File: src/sv/mtc_pkg.sv
// Shared types, constants and code tables of the Morse text codec.
`default_nettype none

package mtc_pkg;

    localparam int unsigned QUEUE_DEPTH = 4;
    localparam int unsigned MAX_SYMBOLS = 4;

    localparam logic [7:0] CHR_DOT        = 8'h40;
    localparam logic [7:0] CHR_DASH       = 8'h23;
    localparam logic [7:0] CHR_SPACE      = 8'h20;
    localparam logic [7:0] CHR_UNDERSCORE = 8'h5F;
    localparam logic [7:0] CHR_QUERY      = 8'h3F;
    localparam logic [7:0] CHR_LOWER_A    = 8'h61;
    localparam logic [7:0] CHR_LOWER_Z    = 8'h7A;
    localparam logic [7:0] CHR_TAB        = 8'h09;
    localparam logic [7:0] CHR_CR         = 8'h0D;

    localparam logic MODE_ENCODE = 1'b0;
    localparam logic MODE_DECODE = 1'b1;

    typedef enum logic [1:0] {
        CMD_ENC_LETTER,
        CMD_ENC_SPACE,
        CMD_DEC_CHAR
    } t_cmd_kind;

    typedef struct packed {
        t_cmd_kind  kind;
        logic [2:0] sym_len;
        logic [3:0] sym_bits;
        logic [7:0] chr;
    } t_cmd;

    function automatic logic [2:0] code_len(input logic [4:0] k);
        logic [2:0] len;
        unique case (k)
            5'd4, 5'd19:                                  len = 3'd1;
            5'd0, 5'd8, 5'd12, 5'd13:                     len = 3'd2;
            5'd3, 5'd6, 5'd10, 5'd14, 5'd17, 5'd18,
            5'd20, 5'd22:                                 len = 3'd3;
            default:                                      len = 3'd4;
        endcase
        return len;
    endfunction

    function automatic logic [3:0] code_bits(input logic [4:0] k);
        logic [3:0] bits;
        unique case (k)
            5'd0:  bits = 4'd1;   5'd1:  bits = 4'd8;   5'd2:  bits = 4'd10;
            5'd3:  bits = 4'd4;   5'd4:  bits = 4'd0;   5'd5:  bits = 4'd2;
            5'd6:  bits = 4'd6;   5'd7:  bits = 4'd0;   5'd8:  bits = 4'd0;
            5'd9:  bits = 4'd7;   5'd10: bits = 4'd5;   5'd11: bits = 4'd4;
            5'd12: bits = 4'd3;   5'd13: bits = 4'd2;   5'd14: bits = 4'd7;
            5'd15: bits = 4'd6;   5'd16: bits = 4'd13;  5'd17: bits = 4'd2;
            5'd18: bits = 4'd0;   5'd19: bits = 4'd1;   5'd20: bits = 4'd1;
            5'd21: bits = 4'd1;   5'd22: bits = 4'd3;   5'd23: bits = 4'd9;
            5'd24: bits = 4'd11;  5'd25: bits = 4'd12;
            default: bits = 4'd0;
        endcase
        return bits;
    endfunction

    // Letter for a symbol pattern, or a question mark when no letter matches.
    function automatic logic [7:0] decode_letter(input logic [2:0] len,
                                                 input logic [3:0] pat);
        logic [7:0] res;
        res = CHR_QUERY;
        for (int k = 25; k >= 0; k--) begin
            if (code_len(5'(k)) == len && code_bits(5'(k)) == pat) begin
                res = CHR_LOWER_A + 8'(k);
            end
        end
        return res;
    endfunction

endpackage

`default_nettype wire

File: src/sv/mtc_front.sv
// Front end: accepts input beats, tracks the decode token and issues commands.
`default_nettype none

module mtc_front
    import mtc_pkg::*;
(
    input  wire logic       i_clk,
    input  wire logic       i_rst_n,
    input  wire logic       i_cfg_valid,
    input  wire logic       i_cfg_direction_mode,
    input  wire logic       i_accept,
    input  wire logic [7:0] i_char_in,
    input  wire logic       i_text_last,
    output t_cmd            o_cmd,
    output logic            o_cmd_valid
);

    logic       r_mode;
    logic [2:0] r_tok_len;
    logic [3:0] r_tok_pat;
    logic       r_tok_inv;
    logic       r_tok_und;

    logic [2:0] n_tok_len;
    logic [3:0] n_tok_pat;
    logic       n_tok_inv;
    logic       n_tok_und;

    logic       is_ws;
    logic       is_sym;
    logic       is_dash;
    logic       is_letter;
    logic       tok_done;
    logic [4:0] letter_idx;
    logic [7:0] letter_off;
    logic [7:0] tok_char;

    always_comb begin
        is_ws     = (i_char_in == CHR_SPACE) ||
                    (i_char_in >= CHR_TAB && i_char_in <= CHR_CR);
        is_dash   = (i_char_in == CHR_DASH);
        is_sym    = is_dash || (i_char_in == CHR_DOT);
        is_letter = (i_char_in >= CHR_LOWER_A) && (i_char_in <= CHR_LOWER_Z);
        letter_off = i_char_in - CHR_LOWER_A;
        letter_idx = letter_off[4:0];
    end

    always_comb begin
        n_tok_len = r_tok_len;
        n_tok_pat = r_tok_pat;
        n_tok_inv = r_tok_inv;
        n_tok_und = r_tok_und;
        if (!is_ws) begin
            if (r_tok_len == 3'd0) begin
                n_tok_und = (i_char_in == CHR_UNDERSCORE);
                n_tok_inv = !(is_sym || n_tok_und);
                n_tok_pat = {3'b000, is_dash};
                n_tok_len = 3'd1;
            end else if (r_tok_und || !is_sym || r_tok_len >= 3'(MAX_SYMBOLS)) begin
                n_tok_inv = 1'b1;
            end else begin
                n_tok_pat = {r_tok_pat[2:0], is_dash};
                n_tok_len = r_tok_len + 3'd1;
            end
        end
        tok_done = (is_ws || i_text_last) && (n_tok_len != 3'd0);
        if (n_tok_inv) begin
            tok_char = CHR_QUERY;
        end else if (n_tok_und) begin
            tok_char = CHR_SPACE;
        end else begin
            tok_char = decode_letter(n_tok_len, n_tok_pat);
        end
    end

    always_comb begin
        o_cmd          = '0;
        o_cmd_valid    = 1'b0;
        o_cmd.sym_len  = code_len(letter_idx);
        o_cmd.sym_bits = code_bits(letter_idx);
        o_cmd.chr      = tok_char;
        if (r_mode == MODE_ENCODE) begin
            if (is_letter) begin
                o_cmd.kind  = CMD_ENC_LETTER;
                o_cmd_valid = i_accept;
            end else if (i_char_in == CHR_SPACE) begin
                o_cmd.kind  = CMD_ENC_SPACE;
                o_cmd_valid = i_accept;
            end
        end else begin
            o_cmd.kind  = CMD_DEC_CHAR;
            o_cmd_valid = i_accept && tok_done;
        end
    end

    always_ff @(posedge i_clk) begin
        if (!i_rst_n) begin
            r_mode    <= MODE_ENCODE;
            r_tok_len <= 3'd0;
            r_tok_pat <= 4'd0;
            r_tok_inv <= 1'b0;
            r_tok_und <= 1'b0;
        end else if (i_cfg_valid) begin
            r_mode    <= i_cfg_direction_mode;
            r_tok_len <= 3'd0;
            r_tok_pat <= 4'd0;
            r_tok_inv <= 1'b0;
            r_tok_und <= 1'b0;
        end else if (i_accept && r_mode == MODE_DECODE) begin
            if (tok_done) begin
                r_tok_len <= 3'd0;
                r_tok_pat <= 4'd0;
                r_tok_inv <= 1'b0;
                r_tok_und <= 1'b0;
            end else begin
                r_tok_len <= n_tok_len;
                r_tok_pat <= n_tok_pat;
                r_tok_inv <= n_tok_inv;
                r_tok_und <= n_tok_und;
            end
        end
    end

endmodule

`default_nettype wire

File: src/sv/mtc_cmd_fifo.sv
// Short command queue between the front end and the byte emitter.
`default_nettype none

module mtc_cmd_fifo
    import mtc_pkg::*;
#(
    parameter int unsigned DEPTH = QUEUE_DEPTH
)(
    input  wire logic i_clk,
    input  wire logic i_rst_n,
    input  wire logic i_wr_en,
    input  wire t_cmd i_wr_data,
    output logic      o_full,
    input  wire logic i_rd_en,
    output t_cmd      o_rd_data,
    output logic      o_rd_valid
);

    localparam int unsigned PTR_W = (DEPTH > 1) ? $clog2(DEPTH) : 1;
    localparam int unsigned CNT_W = $clog2(DEPTH + 1);

    t_cmd             r_mem [DEPTH];
    logic [PTR_W-1:0] r_wr_ptr;
    logic [PTR_W-1:0] r_rd_ptr;
    logic [CNT_W-1:0] r_count;

    logic do_wr;
    logic do_rd;

    assign o_full     = (r_count == CNT_W'(DEPTH));
    assign o_rd_valid = (r_count != '0);
    assign o_rd_data  = r_mem[r_rd_ptr];
    assign do_wr      = i_wr_en && !o_full;
    assign do_rd      = i_rd_en && o_rd_valid;

    always_ff @(posedge i_clk) begin
        if (do_wr) begin
            r_mem[r_wr_ptr] <= i_wr_data;
        end
    end

    always_ff @(posedge i_clk) begin
        if (!i_rst_n) begin
            r_wr_ptr <= '0;
            r_rd_ptr <= '0;
            r_count  <= '0;
        end else begin
            if (do_wr) begin
                r_wr_ptr <= (r_wr_ptr == PTR_W'(DEPTH - 1)) ? '0 : r_wr_ptr + PTR_W'(1);
            end
            if (do_rd) begin
                r_rd_ptr <= (r_rd_ptr == PTR_W'(DEPTH - 1)) ? '0 : r_rd_ptr + PTR_W'(1);
            end
            if (do_wr && !do_rd) begin
                r_count <= r_count + CNT_W'(1);
            end else if (do_rd && !do_wr) begin
                r_count <= r_count - CNT_W'(1);
            end
        end
    end

    a_count_bound: assert property (@(posedge i_clk) disable iff (!i_rst_n)
        r_count <= CNT_W'(DEPTH))
        else $error("Command queue count exceeds its depth.");

    a_ptr_gap: assert property (@(posedge i_clk) disable iff (!i_rst_n)
        (r_count == '0) |-> (r_wr_ptr == r_rd_ptr))
        else $error("Command queue pointers differ while the queue is empty.");

    a_count_step: assert property (@(posedge i_clk) disable iff (!i_rst_n)
        (do_wr && !do_rd) |=> (r_count == $past(r_count) + CNT_W'(1)))
        else $error("Command queue count did not follow a write.");

endmodule

`default_nettype wire

File: src/sv/mtc_back.sv
// Back end: expands commands into output bytes and holds the output register.
`default_nettype none

module mtc_back
    import mtc_pkg::*;
(
    input  wire logic       i_clk,
    input  wire logic       i_rst_n,
    input  wire t_cmd       i_cmd,
    input  wire logic       i_cmd_valid,
    output logic            o_cmd_take,
    output logic            o_empty,
    input  wire logic       i_pop,
    output logic [7:0]      o_char_out,
    output logic            o_run_last
);

    t_cmd       r_cmd;
    logic       r_busy;
    logic [2:0] r_idx;
    logic       r_out_valid;
    logic [7:0] r_out_char;
    logic       r_out_last;

    logic       out_free;
    logic       emit;
    logic [7:0] emit_char;
    logic       emit_last;
    logic [2:0] sym_pos;

    assign out_free   = !r_out_valid || i_pop;
    assign emit       = r_busy && out_free;
    assign o_cmd_take = i_cmd_valid && (!r_busy || (emit && emit_last));
    assign o_empty    = !r_out_valid;
    assign o_char_out = r_out_char;
    assign o_run_last = r_out_last;
    assign sym_pos    = r_cmd.sym_len - 3'd1 - r_idx;

    always_comb begin
        emit_char = CHR_SPACE;
        emit_last = 1'b1;
        unique case (r_cmd.kind)
            CMD_ENC_LETTER: begin
                if (r_idx < r_cmd.sym_len) begin
                    emit_char = r_cmd.sym_bits[sym_pos[1:0]] ? CHR_DASH : CHR_DOT;
                    emit_last = 1'b0;
                end
            end
            CMD_ENC_SPACE: begin
                emit_last = (r_idx == 3'd2);
                emit_char = (r_idx == 3'd1) ? CHR_UNDERSCORE : CHR_SPACE;
            end
            CMD_DEC_CHAR: begin
                emit_char = r_cmd.chr;
            end
            default: begin
                emit_char = CHR_QUERY;
            end
        endcase
    end

    always_ff @(posedge i_clk) begin
        if (o_cmd_take) begin
            r_cmd <= i_cmd;
        end
        if (emit) begin
            r_out_char <= emit_char;
            r_out_last <= emit_last;
        end
    end

    always_ff @(posedge i_clk) begin
        if (!i_rst_n) begin
            r_busy      <= 1'b0;
            r_idx       <= 3'd0;
            r_out_valid <= 1'b0;
        end else begin
            if (o_cmd_take) begin
                r_busy <= 1'b1;
                r_idx  <= 3'd0;
            end else if (emit) begin
                r_busy <= !emit_last;
                r_idx  <= r_idx + 3'd1;
            end
            if (emit) begin
                r_out_valid <= 1'b1;
            end else if (i_pop) begin
                r_out_valid <= 1'b0;
            end
        end
    end

    a_letter_idx: assert property (@(posedge i_clk) disable iff (!i_rst_n)
        (r_busy && r_cmd.kind == CMD_ENC_LETTER) |-> (r_idx <= r_cmd.sym_len))
        else $error("Letter expansion ran past its symbol count.");

    a_space_idx: assert property (@(posedge i_clk) disable iff (!i_rst_n)
        (r_busy && r_cmd.kind == CMD_ENC_SPACE) |-> (r_idx <= 3'd2))
        else $error("Space expansion ran past three bytes.");

    a_dec_idx: assert property (@(posedge i_clk) disable iff (!i_rst_n)
        (r_busy && r_cmd.kind == CMD_DEC_CHAR) |-> (r_idx == 3'd0))
        else $error("Decoded character emitted more than one byte.");

endmodule

`default_nettype wire

File: src/sv/morse_text_codec_top.sv
// Top level of the Morse text codec: front end, command queue and byte emitter.
//
//  Channel | Direction | Handshake                  | Payload
//  --------+-----------+----------------------------+-------------------------------
//  input   | in        | push / full                | i_char_in[7:0], i_text_last
//  result  | out       | pop / empty                | o_char_out[7:0], o_run_last
//  config  | in        | i_cfg_valid / o_cfg_ready  | i_cfg_direction_mode
//
// The front end takes one input beat per cycle while the command queue has room.
// The emitter produces one output byte per cycle while its output is free;
// a beat causes up to five bytes for an encoded letter, three for an encoded space,
// one or none in decode mode; the output byte rate sets the sustained beat rate.
// Reset is synchronous and active low; it clears the token, the queue and the mode.
// A stalled output only backs up the queue; the front keeps accepting until it fills.
`default_nettype none

module morse_text_codec_top
    import mtc_pkg::*;
#(
    parameter int unsigned QUEUE_DEPTH_P = QUEUE_DEPTH
)(
    input  wire logic       i_clk,
    input  wire logic       i_rst_n,
    input  wire logic       i_cfg_valid,
    output logic            o_cfg_ready,
    input  wire logic       i_cfg_direction_mode,
    input  wire logic       push,
    output logic            full,
    input  wire logic [7:0] i_char_in,
    input  wire logic       i_text_last,
    output logic            empty,
    input  wire logic       pop,
    output logic [7:0]      o_char_out,
    output logic            o_run_last
);

    t_cmd front_cmd;
    logic front_cmd_valid;
    t_cmd queue_cmd;
    logic queue_valid;
    logic queue_take;
    logic in_accept;
    logic cfg_write;

    assign o_cfg_ready = 1'b1;
    assign cfg_write   = i_cfg_valid && o_cfg_ready;
    assign in_accept   = push && !full;

    mtc_front u_front (
        .i_clk                (i_clk),
        .i_rst_n              (i_rst_n),
        .i_cfg_valid          (cfg_write),
        .i_cfg_direction_mode (i_cfg_direction_mode),
        .i_accept             (in_accept),
        .i_char_in            (i_char_in),
        .i_text_last          (i_text_last),
        .o_cmd                (front_cmd),
        .o_cmd_valid          (front_cmd_valid)
    );

    mtc_cmd_fifo #(
        .DEPTH (QUEUE_DEPTH_P)
    ) u_queue (
        .i_clk      (i_clk),
        .i_rst_n    (i_rst_n),
        .i_wr_en    (front_cmd_valid),
        .i_wr_data  (front_cmd),
        .o_full     (full),
        .i_rd_en    (queue_take),
        .o_rd_data  (queue_cmd),
        .o_rd_valid (queue_valid)
    );

    mtc_back u_back (
        .i_clk       (i_clk),
        .i_rst_n     (i_rst_n),
        .i_cmd       (queue_cmd),
        .i_cmd_valid (queue_valid),
        .o_cmd_take  (queue_take),
        .o_empty     (empty),
        .i_pop       (pop),
        .o_char_out  (o_char_out),
        .o_run_last  (o_run_last)
    );

endmodule

`default_nettype wire
File: config.mk
export PLATFORM = sky130hd
export DESIGN_NAME = morse_text_codec_top
export DESIGN_NICKNAME = d
export VERILOG_FILES = /design/src/sv/mtc_pkg.sv /design/src/sv/mtc_front.sv /design/src/sv/mtc_cmd_fifo.sv /design/src/sv/mtc_back.sv /design/src/sv/morse_text_codec_top.sv
export SDC_FILE = /design/constraint.sdc
export NUM_CORES = 1
export LEC_CHECK = 0
export ABC_AREA = 1
export BUFFER_PORTS_ARGS = -buffer_cell sky130_fd_sc_hd__buf_2
export CELL_PAD_IN_SITES_DETAIL_PLACEMENT = 2
export CELL_PAD_IN_SITES_GLOBAL_PLACEMENT = 2
export CORE_UTILIZATION = 39
export DETAILED_ROUTE_END_ITERATION = 10
export PLACE_DENSITY = 0.79
export SYNTH_ARGS = -nofsm -noshare
export SYNTH_HDL_FRONTEND = slang
export SYNTH_SLANG_ARGS = --single-unit
File: constraint.sdc
create_clock -name i_clk -period 3.5 [get_ports i_clk]
set_input_delay 0 -clock i_clk [delete_from_list [all_inputs] [get_ports i_clk]]
set_output_delay 0 -clock i_clk [all_outputs]
set_load 0.02 [all_outputs]
==> impl_metrics.yaml, run 1 <==
status:
  status: "finished, final reports clean"
global_routing:
  grt_pass1_wl_mm: 26.14
  grt.total_usage: 0.2368
  grt_pass1_vias: 5035
  antenna_found_initial: 0
  grt-ovfl-total: 0
  grt_max_degree: 34
job:
  maxCapViolations: 0
floorplanning:
  die-width_um: 121.4
  core-area_um2: 13880
  die-area_um2: 14730
  io_pins: 27
  start_util: 0.4002
  row_count: 43
  die_height_um: 121.4
clocking:
  numCtsBuffers: 9
  cts_tree: "built"
  clk_pin_slew_ps: 70
  root_buffer: "clkbuf_16"
  clkLatencyLatePin_ps: 360
  cts_buffer_depth: 2
  cts_setup_buffers: 0
  h-tree-depth: 3
  cts_sinks: 105
  hold_buffers: 4
  cts_resized: 0
finish:
  fin_nets: 683
  drive_gt1_frac: 0.1400
  areaGrowthSynthToFinish_pct: 13.24
  antenna_cells: 0
  final_core_util: 0.4532
  fin_cells: 830
yosys:
  synth_area_um2: 5555
  synthSimpleGateAreaFrac: 0.2059
  netlist_top_cells_count: "nand2_1, edfxtp_1, nor2_1, inv_1, o21ai_0"
  synth_compound_area_frac: 0.1363
  syn-num-nets: 650
  syn_area_per_cell_um2: 9.077
  synth-edff-count: 83
  syn_inst: 612
  synth_top_family_by_area: "simple AND/OR/NAND/NOR gates"
  yosys-top-cells-area: "edfxtp_1, dfxtp_1, nand2_1"
  synth-xor-area-share: 0.004730
  ys_warn_count: 0
  synth_flop_cell: "edfxtp_1"
  synth_top_cell_area_share: 0.4486
  yosysTopAreaCell: "edfxtp_1"
  synthArstFlopShare: 0
  ys_ff_latch: 105
  muxShareOfSynthArea: 0
  ys_seq_area_frac: 0.5279
  synth.most_common_cell: "nand2_1"
  ys_types: 45
  synth_fa_ha_area_frac: 0.05315
sta:
  whs_ps: 26.37
  fin_worst_skew_ps: 7.973
  hold_viol: 0
  rsz0062_at_grt: "false"
  finalSetupViolCount: 0
  maxSlewHeadroom: 0.3679
  fin_tns_setup_ps: 0
  fin_crit_ps: 3265
  fin_crit_sh: 0.9327
  worstMarginPinSlew_ps: 947.2
  timing.fmax_ghz: 0.3063
  slew_viol_final: 0
critical_path:
  r2r_slack_ps: 240
  startpoint_type: "register"
  crit_buf_inv: 2
  required_ps: 3740
  cp.arrival_ps: 3510
  crit_path_top_delay_cell: "dfxtp_1"
  end_kind: "register"
  path_class: "reg2reg"
  r2r_cells: 15
  cp_max_fo: 5
  cp_top_family: "compound AO/OA/AOI/OAI gates"
  crit_path_cell_trace: "ha_1 > inv_1 > o21bai_1 > a211oi_1 > a21oi_1 > nand2_1 > nand2_1 > o21ai_1 > ha_1 > inv_1 > fa_1 > a21oi_1 > o21ai_0 > o21ai_0 > a21oi_1"
  crit-reg2reg-launch: "u_back.r_idx[1]$_SDFFE_PP0P_"
  max_stage_delay_ps: 460
  crit_top_cell: "a21oi_1"
  rr_endpoint: "u_queue.r_count[2]$_SDFFE_PN0P_"
routing:
  vias: 4492
  routed_via_density: 5.412
  first_iter_violations: 239
  first_pass_iters: 4
  wirelength_mm: 16.13
  ant_nets: 0
  routedWlPerCell_um: 19.43
  drc_errors: 0
pwr:
  ir_drop_mv: 0.2246
  finalPower_mw: 4.162
  leakage_nw: 2.515
  pwr_density_cell_nw_per_um2: 661.6
worst_hold_path:
  hold_start: "i_rst_n"
  holdCritPathClass: "in2reg"
  hold_end: "u_queue.r_count[2]$_SDFFE_PN0P_"
  hold_depth: 3
place:
  dp_hpwl_mm: 11.54
  port_buffers: 24
  dp.cells: 810
  routabilityCongestion: 0.8705
[worst reg2reg max path, delay by kind of cell (launching register included)]
| family | cells | cell delay (ps) |
|---|---|---|
| adders and majority gates | 3 | 990 |
| DFF | 1 | 460 |
| buffers and inverters | 2 | 150 |
| and+or+nand+nor | 2 | 170 |
| AOI/OAI and AO/OA | 8 | 1380 |
[cell type report]
| class | instances | area [µm²] |
|---|---|---|
| flip-flops and latches | 105 | 2933 |
| fillers | 1555 | 7590 |
| inverters | 81 | 309.0 |
| well taps | 180 | 225.2 |
| repair buffers | 38 | 235.2 |
| clock inverters | 6 | 130.1 |
| clock buffers | 10 | 229.0 |
| multi-input cells | 410 | 2230 |
[cells in the final DEF (no fill, tap or decap), types with 2 or more instances in the layout]
cell and count:
nor4_1 2, nand3_2 4, buf_4 10, nor2_1 81, a211oi_1 2, clkinv_2 2, ha_1 22, nand2_1 106
nand2_4 5, dfxtp_1 22, nand4_1 9, nand3_4 3, a21oi_1 36, or2_2 3, bufinv_16 4, inv_2 5
o22ai_1 17, o21ai_1 3, o21ai_2 3, inv_1 74, inv_4 2, a31oi_1 8, nand3_1 13, xor2_1 2
edfxtp_1 83, nor3_1 5, buf_2 24, clkbuf_16 9, nor2_2 3, nor2_4 2, dlygate4sd3_1 4, o21ai_0 56
nand2_2 9, conb_1 2
[worst max-delay path by stage]
stage	slack [ps]	cells after the start	from	to
floorplan	760	24	i_char_in[0]	u_queue.r_count[2]$_SDFFE_PN0P_
global placement	500	24	i_char_in[0]	u_queue.r_count[2]$_SDFFE_PN0P_
detailed placement	230	24	i_char_in[0]	u_queue.r_count[2]$_SDFFE_PN0P_
CTS	210	15	u_back.r_idx[1]$_SDFFE_PP0P_	u_queue.r_count[2]$_SDFFE_PN0P_
global route	20	15	u_back.r_idx[1]$_SDFFE_PP0P_	u_queue.r_count[2]$_SDFFE_PN0P_
finish	240	15	u_back.r_idx[1]$_SDFFE_PP0P_	u_queue.r_count[2]$_SDFFE_PN0P_
[report_power, final]
part	internal (mW)	leakage (nW)	total, mW	switching, mW
combinational	0.348	1.37	1.18	0.837
sequential	1.65	0.972	1.74	0.0942
clock	0.770	0.176	1.23	0.465
total	2.77	2.51	4.16	1.40
[state kept, by name, summed over array words and instances, names as in the netlist, 2 cells and up]
register	count
u_back.o_char_out	7
u_back.r_cmd	15
u_back.r_idx	3
u_front.r_tok_len	3
u_front.r_tok_pat	4
u_queue.r_count	3
u_queue.r_mem	60
u_queue.r_rd_ptr	2
u_queue.r_wr_ptr	2
[logic make-up (layout without fill, tap and decap cells)]
kind of cell / after synthesis / after routing
AOI/OAI and AO/OA: 135 / 135
xor gates and xnor gates: 3 / 3
adders and majority gates: 23 / 23
buffers and inverters: 97 / 135
DFF: 105 / 105
other: 2 / 2
and+or+nand+nor: 247 / 247
[metrics by stage]
| stage | instance area, µm² | setup WS, ps |
|---|---|---|
| after floorplan | 5555 | 764.2 |
| after global placement | 5892 | 496.1 |
| after CTS | 6291 | 206.1 |
| after global routing | 6291 | 16.77 |
| final | 6291 | 235.5 |
| after detailed placement | 5892 | 227.7 |
[routing by layer]
metal | wire length (µm) | part of all wire | global-route usage
met5 | 0 | 0 | 0
met4 | 506 | 0.031 | 0.1057
met3 | 409 | 0.025 | 0.04088
met2 | 8403 | 0.52 | 0.4215
met1 | 6806 | 0.42 | 0.2764
No activity file was read; power rests on OpenSTA's default activity.
==> run 2, diff against run 1 <==
--- a/config.mk
+++ b/config.mk
@@ -10,7 +10,7 @@
 export CELL_PAD_IN_SITES_DETAIL_PLACEMENT = 2
 export CELL_PAD_IN_SITES_GLOBAL_PLACEMENT = 2
-export CORE_UTILIZATION = 39
+export CORE_UTILIZATION = 42
 export DETAILED_ROUTE_END_ITERATION = 10
-export PLACE_DENSITY = 0.79
+export PLACE_DENSITY_LB_ADDON = 0.1
 export SYNTH_ARGS = -nofsm -noshare
 export SYNTH_HDL_FRONTEND = slang
==> constraint.sdc (replaced) <==
create_clock -name i_clk -period 4.2 [get_ports i_clk]
set_input_delay 0.21 -clock i_clk [delete_from_list [all_inputs] [get_ports i_clk]]
set_output_delay 0.21 -clock i_clk [all_outputs]
set_load 0.02 [all_outputs]
==> impl_metrics.yaml, run 2 (synthesis gave the netlist of run 1 again) <==
status:
  status: "finished, final reports clean"
sta:
  fin_tns_setup_ps: 0
  maxSlewHeadroom: 0.3718
  hold_viol: 0
  rsz0062_at_grt: "false"
  whs_ps: 75.92
  fin_worst_skew_ps: 9.010
  worstMarginPinSlew_ps: 941.2
  fin_crit_sh: 0.8432
  finalSetupViolCount: 0
  finalWorstSetupSlack_ps: 658.6
  fin_crit_ps: 3541
  slew_viol_final: 0
  timing.fmax_ghz: 0.2824
clocking:
  hold_buffers: 0
  numCtsBuffers: 9
  cts_sinks: 105
  root_buffer: "clkbuf_16"
  clkLatencyLatePin_ps: 360
  cts_buffer_depth: 2
  cts_setup_buffers: 0
  cts_resized: 0
  clk_pin_slew_ps: 80
  cts_tree: "built"
  h-tree-depth: 3
routing:
  routed_via_density: 5.431
  first_iter_violations: 223
  drc_errors: 0
  first_pass_iters: 4
  vias: 4421
  routedWlPerCell_um: 20.48
  ant_nets: 0
  wirelength_mm: 16.67
finish:
  antenna_cells: 0
  final_common_cell: "nand2_1"
  areaGrowthSynthToFinish_pct: 10.54
  mostFrequentLayoutCells: "nand2_1, edfxtp_1, nor2_1"
  multi_input_area_um2: 2230
  drive_gt1_frac: 0.1355
  largest-register: "u_queue.r_mem"
  seqCellArea_um2: 2933
  largest_register_ffs: 60
  fill_cells: 1375
  fin_nets: 675
  design_area_um2: 6141
critical_path:
  startpoint_type: "register"
  cp.arrival_ps: 3780
  cp_max_fo: 7
  required_ps: 4440
  end_kind: "register"
  path_class: "reg2reg"
pwr:
  finalPower_mw: 3.288
  pwr_density_cell_nw_per_um2: 535.4
  ir_drop_mv: 0.2432
  leakage_nw: 2.445
floorplanning:
  row_count: 41
  io_pins: 27
  start_util: 0.4349
  die-width_um: 117.0
  die_height_um: 117.0
  die-area_um2: 13690
  core-area_um2: 12770
place:
  routabilityCongestion: 0.8661
  dp_hpwl_mm: 12.54
  port_buffers: 24
  dp_slack_ps: 407.3
  place_area_um2: 5852
global_routing:
  antenna_found_initial: 0
  grt-ovfl-total: 0
  grt.total_usage: 0.2613
  grt_max_degree: 34
  grt_pass1_wl_mm: 26.03
  grt_pass1_vias: 4876
worst_hold_path:
  holdCritPathClass: "in2reg"
job:
  maxCapViolations: 0
[run 2: stage by stage]
stage	util	instances
6_report	0.4808	814
5_1_grt	0.4808	814
4_1_cts	0.4808	814
3_5_place_dp	0.4581	798
3_3_place_gp	0.4581	798
2_1_floorplan	-	612
[run 2: worst paths after layout]
check,from,end,slack (ps),depth (start not counted)
hold / removal,i_cfg_direction_mode,u_front.r_mode$_SDFFE_PN0P_,80,3
setup reg to reg,u_back.r_idx[1]$_SDFFE_PP0P_,u_queue.r_count[2]$_SDFFE_PN0P_,660,15
setup / recovery,u_back.r_idx[1]$_SDFFE_PP0P_,u_queue.r_count[2]$_SDFFE_PN0P_,660,15
hold reg to reg,u_front.r_tok_pat[0]$_SDFFE_PP0P_,u_front.r_tok_pat[0]$_SDFFE_PP0P_,470,2
[run 2: worst max-delay path, cell delays in order (launching register included)]
cell,delay (ps)
dfxtp_1,450
ha_1,310
inv_1,70
o21bai_1,60
a211oi_1,410
a21oi_1,150
nand2_1,110
nand2_1,80
o21ai_1,350
ha_1,270
inv_1,90
fa_1,460
a21oi_1,170
o21ai_0,150
o21ai_0,230
a21oi_1,70
[run 2: area by class of cell]
cell class | count | area share
clock buffers | 11 | 0.04136
multi-input cells | 410 | 0.3631
well taps | 172 | 0.03504
inverters | 81 | 0.05033
flip-flops and latches | 105 | 0.4776
clock inverters | 5 | 0.005705
repair buffers | 30 | 0.02689
[run 2: metal layers]
layer | share of wire | vias to the layer above | GRT usage
met1 | 0.42 | 2209 | 0.3011
met2 | 0.53 | 67 | 0.4884
li1 | - | 2118 | -
met5 | 0 | - | 0
met3 | 0.023 | 27 | 0.03347
met4 | 0.025 | 0 | 0.1072
[run 2: power by group]
part           leakage, nW  internal, mW  switching, mW  total, mW
registers            0.972          1.38          0.101       1.48
logic                 1.33         0.273          0.694      0.967
clock network        0.146         0.442          0.402      0.845
total                 2.45          2.09           1.20       3.29
==> run 3, diff against run 2 <==
Settings changed: CORE_UTILIZATION 42 to 35.
Clock period 4.2 ns to 3.02 ns, I/O delays scaled along.
==> impl_metrics.yaml, run 3 (synthesis gave the netlist of run 1 again) <==
status:
  status: "finished, final reports clean"
routing:
  first_pass_iters: 4
  drc_errors: 0
  wirelength_mm: 15.33
  ant_nets: 0
  vias: 4412
  routed_via_density: 5.060
  first_iter_violations: 172
  routedWlPerCell_um: 17.58
clocking:
  cts_sinks: 105
  h-tree-depth: 3
  cts_buffer_depth: 2
  clk_pin_slew_ps: 80
  hold_buffers: 0
  cts_setup_buffers: 0
  root_buffer: "clkbuf_16"
  clkLatencyLatePin_ps: 360
  cts_tree: "built"
  numCtsBuffers: 9
finish:
  areaGrowthSynthToFinish_pct: 14.14
  design_area_um2: 6341
  final_common_cell: "nand2_1"
  mostFrequentLayoutCells: "nand2_1, edfxtp_1, nor2_1"
  fin_cells: 872
  largest-register: "u_queue.r_mem"
  fin_nets: 694
  drive_gt1_frac: 0.1664
  largest_register_ffs: 60
  antenna_cells: 0
sta:
  finalSetupViolCount: 0
  whs_ps: 24.84
  worstMarginPinSlew_ps: 940.5
  fin_crit_ps: 2764
  fin_crit_sh: 0.9152
  hold_viol: 0
  timing.fmax_ghz: 0.3618
  finalWorstSetupSlack_ps: 256.2
  fin_worst_skew_ps: 13.21
  slew_viol_final: 0
  maxSlewHeadroom: 0.3723
  rsz0062_at_grt: "false"
critical_path:
  crit-reg2reg-launch: "u_back.r_idx[1]$_SDFFE_PP0P_"
  cp.arrival_ps: 3010
  end_kind: "register"
  required_ps: 3270
  r2r_slack_ps: 260
  r2r_cells: 16
  crit_start: "u_back.r_idx[1]$_SDFFE_PP0P_"
  cp_max_fo: 3
  path_class: "reg2reg"
  startpoint_type: "register"
  rr_endpoint: "u_queue.r_count[2]$_SDFFE_PN0P_"
worst_hold_path:
  hold_end: "u_front.r_mode$_SDFFE_PN0P_"
  hold_start: "i_cfg_direction_mode"
  hold_depth: 3
  holdCritPathClass: "in2reg"
floorplanning:
  row_count: 45
  io_pins: 27
  die_height_um: 128.0
  start_util: 0.3614
  die-area_um2: 16380
  die-width_um: 128.0
  core-area_um2: 15370
pwr:
  pwr_density_cell_nw_per_um2: 711.9
  ir_drop_mv: 0.2834
  leakage_nw: 2.530
place:
  dp_hpwl_mm: 11.78
  place_area_um2: 6043
  routabilityCongestion: 0.8309
  dp.cells: 856
  port_buffers: 24
  dp_slack_ps: -63.60
job:
  maxCapViolations: 0
global_routing:
  grt.total_usage: 0.2024
  grt-ovfl-total: 0
  grt_max_degree: 33
  grt_pass1_wl_mm: 25.03
  grt_pass1_vias: 4781
  antenna_found_initial: 0
-- run 3: changes by cell type in the layout (fill, tap and decap cells not counted), sizes merged --
cell / previous run / this run
clkbuf: 11 / 10
buf: 30 / 49
inv: 84 / 83
clkinvlp: 0 / 2
-- run 3: where the power goes --
group	switching [mW]	internal, mW
clock	0.565	0.573
combinational	0.950	0.430
sequential	0.0865	1.91
-- run 3: stage by stage --
stage	utilization	total power, mW	TNS, ps
2_1_floorplan	-	2.913	0
6_report	0.4125	4.514	0
4_1_cts	0.4115	4.569	0
5_1_grt	0.4125	4.797	0
3_3_place_gp	0.3932	3.315	0
3_5_place_dp	0.3932	3.422	-297.6
-- run 3: cell type report --
| type | count | area (µm²) |
|---|---|---|
| fillers | 1697 | 9030 |
| clock inverters | 6 | 52.55 |
| repair buffers | 49 | 307.8 |
| multi-input cells | 410 | 2246 |
| flip-flops and latches | 105 | 2933 |
| clock buffers | 10 | 229.0 |
| well taps | 211 | 264.0 |
| inverters | 81 | 309.0 |
-- run 3: how the worst max path moves through the flow --
| stage | end | cells past startpoint | slack [ps] |
|---|---|---|---|
| 4_1_cts | u_queue.r_count[2]$_SDFFE_PN0P_ | 16 | 70 |
| 5_1_grt | u_queue.r_count[2]$_SDFFE_PN0P_ | 16 | 20 |
| 6_report | u_queue.r_count[2]$_SDFFE_PN0P_ | 16 | 260 |
| 3_3_place_gp | u_queue.r_count[2]$_SDFFE_PN0P_ | 25 | 100 |
| 3_5_place_dp | u_queue.r_count[2]$_SDFFE_PN0P_ | 25 | -60 |
| 2_1_floorplan | u_queue.r_count[2]$_SDFFE_PN0P_ | 24 | 130 |
-- run 3: what timing repair did --
action	in CTS	in global routing
gates resized for setup	0	5
hold endpoints to repair	0	0
setup endpoints to repair	0	11
-- run 3: worst max-delay path: stages, from the launching register on --
cell and delay (ps):
dfxtp_1 350, ha_1 330, inv_1 60, o21bai_1 70
a211oi_2 190, buf_4 150, a21oi_1 60, nand2_1 80
nand2_1 90, o21ai_2 100, ha_1 160, inv_1 70
fa_1 430, a21oi_1 150, o21ai_0 120, o21ai_0 160
a21oi_1 70
-- run 3: metal layers --
| layer | global-route usage | share of wire |
|---|---|---|
| met4 | 0.06920 | 0.016 |
| met5 | 0 | 0 |
| met3 | 0.02671 | 0.022 |
| met2 | 0.3712 | 0.52 |
| met1 | 0.2427 | 0.45 |
